<file path="config.mk">
export PLATFORM = sky130hd
export DESIGN_NAME = leg_anchor_height_conditioner_core_flat
export DESIGN_NICKNAME = d
export VERILOG_FILES = /design/src/design/lahc_pkg.sv /design/src/design/lahc_if.sv /design/src/design/lahc_alu.sv /design/src/design/leg_anchor_height_conditioner_core.sv /design/src/flat_wrapper.sv
export SDC_FILE = /design/constraint.sdc
export NUM_CORES = 2
export LEC_CHECK = 0
export ABC_AREA = 1
export BUFFER_PORTS_ARGS = -buffer_cell sky130_fd_sc_hd__clkbuf_2
export CAP_MARGIN = 20
export CORE_ASPECT_RATIO = 1.25
export CORE_MARGIN = 2
export CORE_UTILIZATION = 57
export DETAILED_ROUTE_END_ITERATION = 16
export HOLD_SLACK_MARGIN = 0.12
export PLACE_DENSITY = 0.85
export SETUP_SLACK_MARGIN = 0.15
export SKIP_LAST_GASP = 1
export SLEW_MARGIN = 10
export SYNTH_ARGS = -nofsm -noshare
export SYNTH_HDL_FRONTEND = slang
export SYNTH_SLANG_ARGS = --single-unit
</file>
<file path="constraint.sdc">
create_clock -name clock -period 14.4 [get_ports clock]
set_input_delay 0.72 -clock clock [delete_from_list [all_inputs] [get_ports clock]]
set_output_delay 0.72 -clock clock [all_outputs]
set_load 0.1 [all_outputs]
</file>
<file path="src/design/lahc_pkg.sv">
// ----------------------------------------------------------------------------
// lahc_pkg
// Shared types and constants of the leg anchor height conditioner.
// ----------------------------------------------------------------------------
`default_nettype none

package lahc_pkg;

   localparam int unsigned NUM_LEGS_DEF = 4;
   localparam int unsigned IN_LEGS      = 4;
   localparam int unsigned MEAS_W       = 32;
   localparam int unsigned CSR_DATA_W   = 32;
   localparam int unsigned CSR_ADDR_W   = 3;
   localparam int unsigned LIM_W        = 31;
   localparam int unsigned GAIN_W       = 17;
   localparam int unsigned MINL_W       = 3;
   localparam int unsigned CNT_W        = 3;
   localparam int unsigned SUM_W        = 36;
   localparam int unsigned ACC_W        = 50;
   localparam int unsigned DIV_STEPS    = SUM_W / 2;
   localparam int unsigned DIV_CNT_W    = $clog2(DIV_STEPS);
   localparam int unsigned FRAC_W       = 16;

   localparam logic [GAIN_W-1:0] ONE_Q16  = GAIN_W'(65536);
   localparam int unsigned        HALF_Q16 = 32768;

   localparam logic signed [ACC_W-1:0] SAT_HI = ACC_W'(2147483647);
   localparam logic signed [ACC_W-1:0] SAT_LO = ~SAT_HI;
   localparam logic signed [MEAS_W-1:0] MEAS_MAX = {1'b0, {(MEAS_W-1){1'b1}}};
   localparam logic signed [MEAS_W-1:0] MEAS_MIN = {1'b1, {(MEAS_W-1){1'b0}}};

   typedef enum logic [CSR_ADDR_W-1:0] {
      CSR_CORRECTION_ENABLE = 3'd0,
      CSR_FLAT_GROUND_MODE  = 3'd1,
      CSR_GROUND_OFFSET     = 3'd2,
      CSR_VARIANCE_POSITIVE = 3'd3,
      CSR_MAX_INNOVATION    = 3'd4,
      CSR_SMOOTHING_GAIN    = 3'd5,
      CSR_MIN_STANCE_LEGS   = 3'd6
   } csr_index_type;

   typedef enum logic [4:0] {
      S_IDLE,
      S_START,
      S_LEG,
      S_SUM_A,
      S_SUM_B,
      S_AVG,
      S_DIV,
      S_DIV_FIX,
      S_FLAT,
      S_SMOOTH,
      S_MUL1,
      S_ACC1,
      S_MUL2,
      S_ACC2,
      S_CLAMP,
      S_BOUND,
      S_EMIT
   } state_type;

   typedef struct packed {
      logic [IN_LEGS-1:0]       stance_mask;
      logic [IN_LEGS-1:0]       offset_ok_mask;
      logic signed [MEAS_W-1:0] leg0_foot_offset;
      logic signed [MEAS_W-1:0] leg1_foot_offset;
      logic signed [MEAS_W-1:0] leg2_foot_offset;
      logic signed [MEAS_W-1:0] leg3_foot_offset;
      logic signed [MEAS_W-1:0] estimated_base_height;
      logic signed [MEAS_W-1:0] reported_base_height;
      logic                     reported_height_ok;
      logic [CNT_W-1:0]         stance_leg_count;
   } req_data_type;

   typedef struct packed {
      logic                     update_valid;
      logic signed [MEAS_W-1:0] height_measurement;
      logic                     innovation_clamped;
   } rsp_data_type;

   typedef struct packed {
      logic signed [ACC_W-1:0]  sum;
      logic signed [MEAS_W-1:0] sat;
      logic signed [MEAS_W-1:0] sat_q16;
   } alu_res_type;

endpackage

`default_nettype wire

</file>
<file path="src/design/lahc_if.sv">
// ----------------------------------------------------------------------------
// lahc_req_if / lahc_rsp_if
// Valid/ready channels for samples and height measurements.
// ----------------------------------------------------------------------------
`default_nettype none

interface lahc_req_if;
   import lahc_pkg::*;
   logic         valid;
   logic         ready;
   req_data_type data;
   modport source (output valid, output data, input ready);
   modport sink (input valid, input data, output ready);
endinterface

interface lahc_rsp_if;
   import lahc_pkg::*;
   logic         valid;
   logic         ready;
   rsp_data_type data;
   modport source (output valid, output data, input ready);
   modport sink (input valid, input data, output ready);
endinterface

`default_nettype wire

</file>
<file path="src/design/lahc_alu.sv">
// ----------------------------------------------------------------------------
// lahc_alu
// Shared add/subtract unit with 32-bit saturation of the plain and Q16 sums.
// ----------------------------------------------------------------------------
`default_nettype none

module lahc_alu (
   input  wire logic signed [lahc_pkg::ACC_W-1:0] a_in,
   input  wire logic signed [lahc_pkg::ACC_W-1:0] b_in,
   input  wire logic                              sub,
   output lahc_pkg::alu_res_type                  res
);
   import lahc_pkg::*;

   logic signed [ACC_W-1:0] sum;
   logic signed [ACC_W-1:0] sum_q16;

   function automatic logic signed [MEAS_W-1:0] sat32(input logic signed [ACC_W-1:0] v);
      logic signed [MEAS_W-1:0] r;
      if (v > SAT_HI) begin
         r = MEAS_MAX;
      end else if (v < SAT_LO) begin
         r = MEAS_MIN;
      end else begin
         r = v[MEAS_W-1:0];
      end
      return r;
   endfunction

   assign sum         = sub ? (a_in - b_in) : (a_in + b_in);
   assign sum_q16     = sum >>> FRAC_W;
   assign res.sum     = sum;
   assign res.sat     = sat32(sum);
   assign res.sat_q16 = sat32(sum_q16);

endmodule

`default_nettype wire

</file>
<file path="src/design/leg_anchor_height_conditioner_core.sv">
// ----------------------------------------------------------------------------
// leg_anchor_height_conditioner_core
// Forms a smoothed, bounded base-height measurement from each odometry sample.
// ----------------------------------------------------------------------------
// One sample is taken at a time and yields exactly one result transfer. The
// time that a sample is held is set by the single shared adder, which takes
// up to three passes per leg, by the divider that produces two quotient bits
// a cycle, by the smoothing that runs both products through one multiplier,
// and by any wait for a free output slot. A finished result waits in an
// output register, and the next sample is taken as soon as the sequencer is
// back at idle.
`default_nettype none

module leg_anchor_height_conditioner_core #(
   parameter int unsigned NUM_LEGS = lahc_pkg::NUM_LEGS_DEF
) (
   input  wire logic                                clock,
   input  wire logic                                reset,
   lahc_req_if.sink                                 req_chan,
   lahc_rsp_if.source                               rsp_chan,
   input  wire logic                                csr_we,
   input  wire logic [lahc_pkg::CSR_ADDR_W-1:0]     csr_addr,
   input  wire logic [lahc_pkg::CSR_DATA_W-1:0]     csr_wdata
);
   import lahc_pkg::*;

   localparam int unsigned LEG_W  = (NUM_LEGS > 1) ? $clog2(NUM_LEGS) : 1;
   localparam int unsigned LEGX_W = 4;

   state_type state_ff, state_in;

   logic                     en_ff, en_in;
   logic                     flat_ff, flat_in;
   logic signed [MEAS_W-1:0] gnd_ff, gnd_in;
   logic                     var_ff, var_in;
   logic [LIM_W-1:0]         lim_ff, lim_in;
   logic [GAIN_W-1:0]        gain_ff, gain_in;
   logic [MINL_W-1:0]        minl_ff, minl_in;

   req_data_type             in_ff, in_in;
   logic [LEG_W-1:0]         leg_ff, leg_in;
   logic [CNT_W-1:0]         cnt_ff, cnt_in;
   logic signed [SUM_W-1:0]  sum_ff, sum_in;
   logic [1:0]               rem_ff, rem_in;
   logic [DIV_CNT_W-1:0]     dcnt_ff, dcnt_in;
   logic                     neg_ff, neg_in;
   logic                     dir_ff, dir_in;
   logic signed [MEAS_W-1:0] meas_ff, meas_in;
   logic signed [ACC_W-1:0]  prod_ff, prod_in;
   logic signed [ACC_W-1:0]  acc_ff, acc_in;
   logic signed [MEAS_W-1:0] sm_ff, sm_in;
   logic                     started_ff, started_in;
   logic                     upd_ff, upd_in;
   logic                     clamp_ff, clamp_in;
   logic signed [MEAS_W-1:0] anchor_ff [NUM_LEGS];
   logic signed [MEAS_W-1:0] anchor_in [NUM_LEGS];
   logic [NUM_LEGS-1:0]      avalid_ff, avalid_in;
   logic [NUM_LEGS-1:0]      was_ff, was_in;
   logic                     rsp_valid_ff, rsp_valid_in;
   rsp_data_type             rsp_data_ff, rsp_data_in;

   logic signed [ACC_W-1:0]  alu_a, alu_b;
   logic                     alu_sub;
   alu_res_type              alu_res;

   logic signed [MEAS_W-1:0] offs [IN_LEGS];
   logic [LEGX_W-1:0]        leg_wide;
   logic [1:0]               leg_lo;
   logic                     leg_stance, leg_ok, leg_need, leg_last;
   logic signed [MEAS_W-1:0] leg_off;
   logic [MINL_W-1:0]        minl_eff;
   logic [GAIN_W-1:0]        gain_eff;
   logic signed [GAIN_W:0]   mul_a;
   logic signed [MEAS_W-1:0] mul_b;
   logic signed [ACC_W-1:0]  mul_p;
   logic signed [ACC_W-1:0]  lim_ext;
   logic                     over_hi, over_lo;
   logic                     accept, slot_free;

   lahc_alu u_alu (
      .a_in (alu_a),
      .b_in (alu_b),
      .sub  (alu_sub),
      .res  (alu_res)
   );

   assign accept         = req_chan.valid && req_chan.ready;
   assign req_chan.ready = (state_ff == S_IDLE);
   assign slot_free      = !rsp_valid_ff || rsp_chan.ready;
   assign rsp_chan.valid = rsp_valid_ff;
   assign rsp_chan.data  = rsp_data_ff;

   assign offs[0] = in_ff.leg0_foot_offset;
   assign offs[1] = in_ff.leg1_foot_offset;
   assign offs[2] = in_ff.leg2_foot_offset;
   assign offs[3] = in_ff.leg3_foot_offset;

   assign leg_wide   = LEGX_W'(leg_ff);
   assign leg_lo     = leg_wide[1:0];
   assign leg_stance = (leg_wide < LEGX_W'(IN_LEGS)) && in_ff.stance_mask[leg_lo];
   assign leg_ok     = in_ff.offset_ok_mask[leg_lo];
   assign leg_off    = offs[leg_lo];
   assign leg_need   = !was_ff[leg_ff] || !avalid_ff[leg_ff];
   assign leg_last   = (leg_ff == LEG_W'(NUM_LEGS - 1));

   assign minl_eff = (minl_ff == '0) ? MINL_W'(1) :
                     (minl_ff > MINL_W'(4)) ? MINL_W'(4) : minl_ff;
   assign gain_eff = (gain_ff > ONE_Q16) ? ONE_Q16 : gain_ff;

   assign mul_a = (state_ff == S_MUL1) ? $signed({1'b0, gain_eff})
                                       : $signed({1'b0, ONE_Q16 - gain_eff});
   assign mul_b = (state_ff == S_MUL1) ? meas_ff : sm_ff;
   assign mul_p = ACC_W'(mul_a) * ACC_W'(mul_b);

   assign lim_ext = ACC_W'(lim_ff);
   assign over_hi = (lim_ff != '0) && (alu_res.sum > lim_ext);
   assign over_lo = (lim_ff != '0) && (alu_res.sum < -lim_ext);

   // next state
   always_comb begin
      state_in = state_ff;
      case (state_ff)
         S_IDLE: begin
            if (accept) state_in = S_START;
         end
         S_START: begin
            if (!en_ff) begin
               state_in = S_EMIT;
            end else if (flat_ff) begin
               if (in_ff.reported_height_ok && (in_ff.stance_leg_count >= minl_eff))
                  state_in = S_FLAT;
               else
                  state_in = S_EMIT;
            end else begin
               state_in = S_LEG;
            end
         end
         S_LEG: begin
            if (leg_stance && leg_ok) state_in = S_SUM_A;
            else if (leg_last) state_in = S_AVG;
         end
         S_SUM_A: state_in = S_SUM_B;
         S_SUM_B: state_in = leg_last ? S_AVG : S_LEG;
         S_AVG: begin
            if (var_ff && (cnt_ff >= minl_eff)) state_in = S_DIV;
            else state_in = S_EMIT;
         end
         S_DIV: begin
            if (dcnt_ff == DIV_CNT_W'(DIV_STEPS - 1)) state_in = S_DIV_FIX;
         end
         S_DIV_FIX: state_in = S_SMOOTH;
         S_FLAT: state_in = var_ff ? S_SMOOTH : S_EMIT;
         S_SMOOTH: state_in = started_ff ? S_MUL1 : S_CLAMP;
         S_MUL1: state_in = S_ACC1;
         S_ACC1: state_in = S_MUL2;
         S_MUL2: state_in = S_ACC2;
         S_ACC2: state_in = S_CLAMP;
         S_CLAMP: state_in = (over_hi || over_lo) ? S_BOUND : S_EMIT;
         S_BOUND: state_in = S_EMIT;
         S_EMIT: begin
            if (slot_free) state_in = S_IDLE;
         end
         default: state_in = S_IDLE;
      endcase
   end

   // shared adder operands
   always_comb begin
      alu_a   = '0;
      alu_b   = '0;
      alu_sub = 1'b0;
      case (state_ff)
         S_LEG: begin
            alu_a = ACC_W'(in_ff.estimated_base_height);
            alu_b = ACC_W'(leg_off);
         end
         S_SUM_A: begin
            alu_a = ACC_W'(sum_ff);
            alu_b = ACC_W'(anchor_ff[leg_ff]);
         end
         S_SUM_B: begin
            alu_a   = ACC_W'(sum_ff);
            alu_b   = ACC_W'(leg_off);
            alu_sub = 1'b1;
         end
         S_AVG: begin
            alu_b   = ACC_W'(sum_ff);
            alu_sub = 1'b1;
         end
         S_DIV_FIX: begin
            alu_b   = ACC_W'(sum_ff);
            alu_sub = neg_ff;
         end
         S_FLAT: begin
            alu_a = ACC_W'(in_ff.reported_base_height);
            alu_b = ACC_W'(gnd_ff);
         end
         S_ACC1: begin
            alu_a = prod_ff;
            alu_b = ACC_W'(HALF_Q16);
         end
         S_ACC2: begin
            alu_a = acc_ff;
            alu_b = prod_ff;
         end
         S_CLAMP: begin
            alu_a   = ACC_W'(sm_ff);
            alu_b   = ACC_W'(in_ff.estimated_base_height);
            alu_sub = 1'b1;
         end
         S_BOUND: begin
            alu_a   = ACC_W'(in_ff.estimated_base_height);
            alu_b   = lim_ext;
            alu_sub = dir_ff;
         end
         default: begin
            alu_a = '0;
         end
      endcase
   end

   // datapath
   always_comb begin
      logic [SUM_W-1:0] dq;
      logic [1:0]       dr;
      logic [2:0]       dt;

      en_in      = en_ff;
      flat_in    = flat_ff;
      gnd_in     = gnd_ff;
      var_in     = var_ff;
      lim_in     = lim_ff;
      gain_in    = gain_ff;
      minl_in    = minl_ff;
      in_in      = in_ff;
      leg_in     = leg_ff;
      cnt_in     = cnt_ff;
      sum_in     = sum_ff;
      rem_in     = rem_ff;
      dcnt_in    = dcnt_ff;
      neg_in     = neg_ff;
      dir_in     = dir_ff;
      meas_in    = meas_ff;
      prod_in    = prod_ff;
      acc_in     = acc_ff;
      sm_in      = sm_ff;
      started_in = started_ff;
      upd_in     = upd_ff;
      clamp_in   = clamp_ff;
      anchor_in  = anchor_ff;
      avalid_in  = avalid_ff;
      was_in     = was_ff;
      rsp_valid_in = rsp_valid_ff;
      rsp_data_in  = rsp_data_ff;
      dq = sum_ff;
      dr = rem_ff;
      dt = '0;

      if (csr_we) begin
         case (csr_index_type'(csr_addr))
            CSR_CORRECTION_ENABLE: en_in   = csr_wdata[0];
            CSR_FLAT_GROUND_MODE:  flat_in = csr_wdata[0];
            CSR_GROUND_OFFSET:     gnd_in  = csr_wdata[MEAS_W-1:0];
            CSR_VARIANCE_POSITIVE: var_in  = csr_wdata[0];
            CSR_MAX_INNOVATION:    lim_in  = csr_wdata[LIM_W-1:0];
            CSR_SMOOTHING_GAIN:    gain_in = csr_wdata[GAIN_W-1:0];
            CSR_MIN_STANCE_LEGS:   minl_in = csr_wdata[MINL_W-1:0];
            default: en_in = en_ff;
         endcase
      end

      if (rsp_valid_ff && rsp_chan.ready) rsp_valid_in = 1'b0;

      case (state_ff)
         S_IDLE: begin
            if (accept) in_in = req_chan.data;
         end
         S_START: begin
            leg_in   = '0;
            cnt_in   = '0;
            sum_in   = '0;
            upd_in   = 1'b0;
            clamp_in = 1'b0;
         end
         S_LEG: begin
            if (!leg_stance) begin
               avalid_in[leg_ff] = 1'b0;
               was_in[leg_ff]    = 1'b0;
            end else if (leg_ok && leg_need) begin
               anchor_in[leg_ff] = alu_res.sat;
               avalid_in[leg_ff] = 1'b1;
            end
            if (!(leg_stance && leg_ok) && !leg_last) leg_in = leg_ff + LEG_W'(1);
         end
         S_SUM_A: sum_in = alu_res.sum[SUM_W-1:0];
         S_SUM_B: begin
            sum_in         = alu_res.sum[SUM_W-1:0];
            cnt_in         = cnt_ff + CNT_W'(1);
            was_in[leg_ff] = 1'b1;
            if (!leg_last) leg_in = leg_ff + LEG_W'(1);
         end
         S_AVG: begin
            neg_in  = sum_ff[SUM_W-1];
            sum_in  = sum_ff[SUM_W-1] ? alu_res.sum[SUM_W-1:0] : sum_ff;
            rem_in  = '0;
            dcnt_in = '0;
         end
         S_DIV: begin
            for (int k = 0; k < 2; k++) begin
               dt = {dr, dq[SUM_W-1]};
               dq = {dq[SUM_W-2:0], 1'b0};
               if (dt >= cnt_ff) begin
                  dr    = 2'(dt - cnt_ff);
                  dq[0] = 1'b1;
               end else begin
                  dr = dt[1:0];
               end
            end
            sum_in  = dq;
            rem_in  = dr;
            dcnt_in = dcnt_ff + DIV_CNT_W'(1);
         end
         S_DIV_FIX: meas_in = alu_res.sat;
         S_FLAT:    meas_in = alu_res.sat;
         S_SMOOTH: begin
            if (!started_ff) begin
               sm_in      = meas_ff;
               started_in = 1'b1;
            end
         end
         S_MUL1: prod_in = mul_p;
         S_ACC1: acc_in  = alu_res.sum;
         S_MUL2: prod_in = mul_p;
         S_ACC2: sm_in   = alu_res.sat_q16;
         S_CLAMP: begin
            upd_in = 1'b1;
            dir_in = over_lo;
         end
         S_BOUND: begin
            sm_in    = alu_res.sat;
            clamp_in = 1'b1;
         end
         S_EMIT: begin
            if (slot_free) begin
               rsp_valid_in                   = 1'b1;
               rsp_data_in.update_valid       = upd_ff;
               rsp_data_in.height_measurement = upd_ff ? sm_ff : '0;
               rsp_data_in.innovation_clamped = upd_ff && clamp_ff;
            end
         end
         default: begin
            leg_in = leg_ff;
         end
      endcase
   end

   always_ff @(posedge clock) begin
      if (reset) begin
         state_ff     <= S_IDLE;
         en_ff        <= 1'b1;
         flat_ff      <= 1'b0;
         gnd_ff       <= '0;
         var_ff       <= 1'b1;
         lim_ff       <= LIM_W'(16384);
         gain_ff      <= ONE_Q16;
         minl_ff      <= MINL_W'(1);
         avalid_ff    <= '0;
         was_ff       <= '0;
         started_ff   <= 1'b0;
         sm_ff        <= '0;
         upd_ff       <= 1'b0;
         clamp_ff     <= 1'b0;
         rsp_valid_ff <= 1'b0;
      end else begin
         state_ff     <= state_in;
         en_ff        <= en_in;
         flat_ff      <= flat_in;
         gnd_ff       <= gnd_in;
         var_ff       <= var_in;
         lim_ff       <= lim_in;
         gain_ff      <= gain_in;
         minl_ff      <= minl_in;
         avalid_ff    <= avalid_in;
         was_ff       <= was_in;
         started_ff   <= started_in;
         sm_ff        <= sm_in;
         upd_ff       <= upd_in;
         clamp_ff     <= clamp_in;
         rsp_valid_ff <= rsp_valid_in;
      end
   end

   always_ff @(posedge clock) begin
      in_ff       <= in_in;
      leg_ff      <= leg_in;
      cnt_ff      <= cnt_in;
      sum_ff      <= sum_in;
      rem_ff      <= rem_in;
      dcnt_ff     <= dcnt_in;
      neg_ff      <= neg_in;
      dir_ff      <= dir_in;
      meas_ff     <= meas_in;
      prod_ff     <= prod_in;
      acc_ff      <= acc_in;
      anchor_ff   <= anchor_in;
      rsp_data_ff <= rsp_data_in;
   end

endmodule

`default_nettype wire

</file>
<file path="src/flat_wrapper.sv">
// flat-port wrapper written by rule: the top's interface ports become plain ports
module leg_anchor_height_conditioner_core_flat import lahc_pkg::*;
#(
   parameter int unsigned NUM_LEGS = lahc_pkg::NUM_LEGS_DEF
)
  (clock, reset, csr_we, csr_addr, csr_wdata, req_chan_valid, req_chan_data, req_chan_ready, rsp_chan_valid, rsp_chan_data, rsp_chan_ready);
  lahc_req_if req_chan_i ();
  lahc_rsp_if rsp_chan_i ();
  input  wire logic clock;
  input  wire logic reset;
  input  wire logic csr_we;
  input  wire logic [lahc_pkg::CSR_ADDR_W-1:0] csr_addr;
  input  wire logic [lahc_pkg::CSR_DATA_W-1:0] csr_wdata;
  input wire logic [$bits(req_chan_i.valid)-1:0] req_chan_valid;
  input wire logic [$bits(req_chan_i.data)-1:0] req_chan_data;
  output wire logic [$bits(req_chan_i.ready)-1:0] req_chan_ready;
  output wire logic [$bits(rsp_chan_i.valid)-1:0] rsp_chan_valid;
  output wire logic [$bits(rsp_chan_i.data)-1:0] rsp_chan_data;
  input wire logic [$bits(rsp_chan_i.ready)-1:0] rsp_chan_ready;
  assign req_chan_i.valid = req_chan_valid;
  assign req_chan_i.data = req_chan_data;
  assign req_chan_ready = req_chan_i.ready;
  assign rsp_chan_valid = rsp_chan_i.valid;
  assign rsp_chan_data = rsp_chan_i.data;
  assign rsp_chan_i.ready = rsp_chan_ready;
  leg_anchor_height_conditioner_core #(.NUM_LEGS(NUM_LEGS)) u_core (.clock(clock), .reset(reset), .req_chan(req_chan_i), .rsp_chan(rsp_chan_i), .csr_we(csr_we), .csr_addr(csr_addr), .csr_wdata(csr_wdata));
endmodule
</file>
==> run metrics <==
dominant cell type by area after synthesis=edfxtp_1; Setup violations, final=0; CTS Buf Count=71; Final Core Density=63.1%; clk_lat worst skew=0.66 ns; RSZ-0062 raised after global routing=no; async set-reset flop share out of synthesis=0%; post-synth top area share=29.9%; Post-Synthesis Cells=6428; worst slew pin tran=1.29 ns; top-count cell post-synth=nand2_1; Worst setup EP type=flip-flop; largest net degree at the start of global routing=132; hold_buf cts=0; share of cells above drive strength 1=8.35%; grt total ovfl=0; drt first pass iters=10; DRC viols=0; deepest clock path buffer count=3; drt wl/cell=28.4 um; Post-synth top cells=nand2_1, inv_1, nor2_1; I/O Pins=280; Placed Area=58000 um^2; initial antenna violation count=19; die area=99000 um^2; EDFF count, synth=548; fin. max-slew vios=0; Root Buffer=clkbuf_16; Tot GR Track Use=46.2%; Synth cell types=58; Final #Nets=7681; die width=282 um; worst endpoint data arrival time=10.51 ns; post-cts resize count=0; largest cells by area after synthesis=edfxtp_1, fa_1, nand2_1, inv_1, ha_1; first-pass GRT wire length=326000 um; final hold violation count=0; CTS Sinks=683; hpwl dp=175000 um; antenna-violating nets left=0; std cell rows=127; CP Max Fanout=131; Yosys reg bits=683; clock-pin slew on the worst setup and hold paths=0.07 ns; Design Area, Final=60500 um^2; drt via density=6.12; setup TNS=0 ns; CTS tree=done; Mapped Area=55000 um^2; FMAX=0.100 GHz; Final period util=69.3%; worst setup path class=reg2reg; Slowest cell on crit path=nor3_2; Top FF cell, synth=edfxtp_1; CP peak stage delay=0.73 ns; drt first-iter violations=5739; crit path time final=9.98 ns; clk_skew=0.0435 ns; Startpoint Class=flip-flop; Crit path top cell by count=nand2_1; sequential area share after synthesis=34.8%; starting density of the core=57.4%; syn nets=7461; # port buffers=279; Post-CTS Setup Inserts=0; core outline area=95800 um^2; Max Cap Viol=0; P&R area growth vs syn=10.0%; path type of the worst min-delay path=in2reg; Critical Path RT=14.94 ns; vias in the first global route=49300; routed vias=49000; final hold slack=0.242 ns; Relative slew margins=13.6%; DIE HEIGHT=351 um; syn avg cell area=8.55 um^2; GP Congestion=1.10; status=complete, no violations; final wirelength=227000 um; synth warn=0; H-tree levels=3
[per-layer routing]
metal	global-route usage (%)	part of all wire [%]	routed length [um]	vias up
met4	39.4	10	23400	16
li1	-	-	-	21000
met2	72.9	45	102000	3294
met1	53.0	34	76700	23800
met5	0	0.044	99	-
met3	10.9	11	25100	888
[worst paths after layout]
check | start | endpoint | slack (ns) | depth (start not counted)
worst max-delay path | u_core.leg_ff[0] | u_core.state_ff[3] | 4.42 | 40
worst min-delay path | req_chan_data[88] | u_core.in_ff[88] | 0.24 | 1
worst max register to register | u_core.leg_ff[0] | u_core.state_ff[3] | 4.42 | 40
worst min register to register | u_core.gnd_ff[22] | u_core.gnd_ff[22] | 0.47 | 2
[area by class of cell]
class / count / area, um^2
flip-flops and latches: 683 / 19200
clock inverters: 39 / 430
fillers: 8139 / 35300
well taps: 1290 / 1610
diodes: 11 / 27.5
repair buffers: 396 / 2290
inverters: 1116 / 4190
clock buffers: 92 / 1970
multi-input cells: 4380 / 30800
[cell usage in the layout, fill, tap and decap left out, types with 11 or more instances in the layout]
cell / Yosys / routed
a21oi_1: 251 / 249
a22oi_1: 79 / 79
a31oi_1: 49 / 49
buf_4: 5 / 116
clkbuf_1: 186 / 13
clkbuf_16: 0 / 74
clkbuf_2: 0 / 279
dfxtp_1: 135 / 135
diode_2: 0 / 11
edfxtp_1: 548 / 548
fa_1: 522 / 522
ha_1: 267 / 267
inv_1: 1108 / 1104
nand2_1: 1285 / 1284
nand3_1: 179 / 178
nand4_1: 34 / 34
nor2_1: 800 / 790
nor3_1: 46 / 45
nor4_1: 13 / 13
o2111ai_1: 17 / 17
o211ai_1: 20 / 20
o21a_1: 15 / 15
o21ai_0: 468 / 466
o21bai_1: 17 / 17
o22ai_1: 55 / 55
xnor2_1: 55 / 54
xor2_1: 120 / 120
[critical path, delay by kind of cell, from the launching register on]
family                     cells  cell delay [ns]
and+or+nand+nor               22             4.22
adders and majority gates      3             1.01
xor gates and xnor gates       2             0.83
DFF                            1             0.54
buffers and inverters          7             1.50
AOI/OAI and AO/OA              6             1.53
[stage by stage]
| stage | setup slack, ns | cells |
|---|---|---|
| final | 4.42 | 8007 |
| after global routing | 3.88 | 8002 |
| after CTS | 4.79 | 7995 |
| after detailed placement | 4.87 | 7864 |
| after global placement | 4.99 | 7864 |
| after floorplan | 5.14 | 6428 |
[kinds of logic after synthesis]
family,after synthesis,synth area share [%]
AOI/OAI and AO/OA,1029,10.6
adders and majority gates,789,25.1
buffers and inverters,1365,9.43
DFF,683,34.8
and+or+nand+nor,2387,17.2
xor gates and xnor gates,175,2.79
[registers in the layout (all words and copies together) (netlist names), 32 cells and up, named ones only]
name / count
u_core.acc_ff: 50
u_core.anchor_ff: 128
u_core.gnd_ff: 32
u_core.in_ff: 204
u_core.meas_ff: 32
u_core.prod_ff: 50
u_core.rsp_chan.data: 34
u_core.sm_ff: 32
u_core.sum_ff: 36
Power is not shown: default switching activity piles up to over one toggle a cycle in this logic, so the estimate is an artifact.
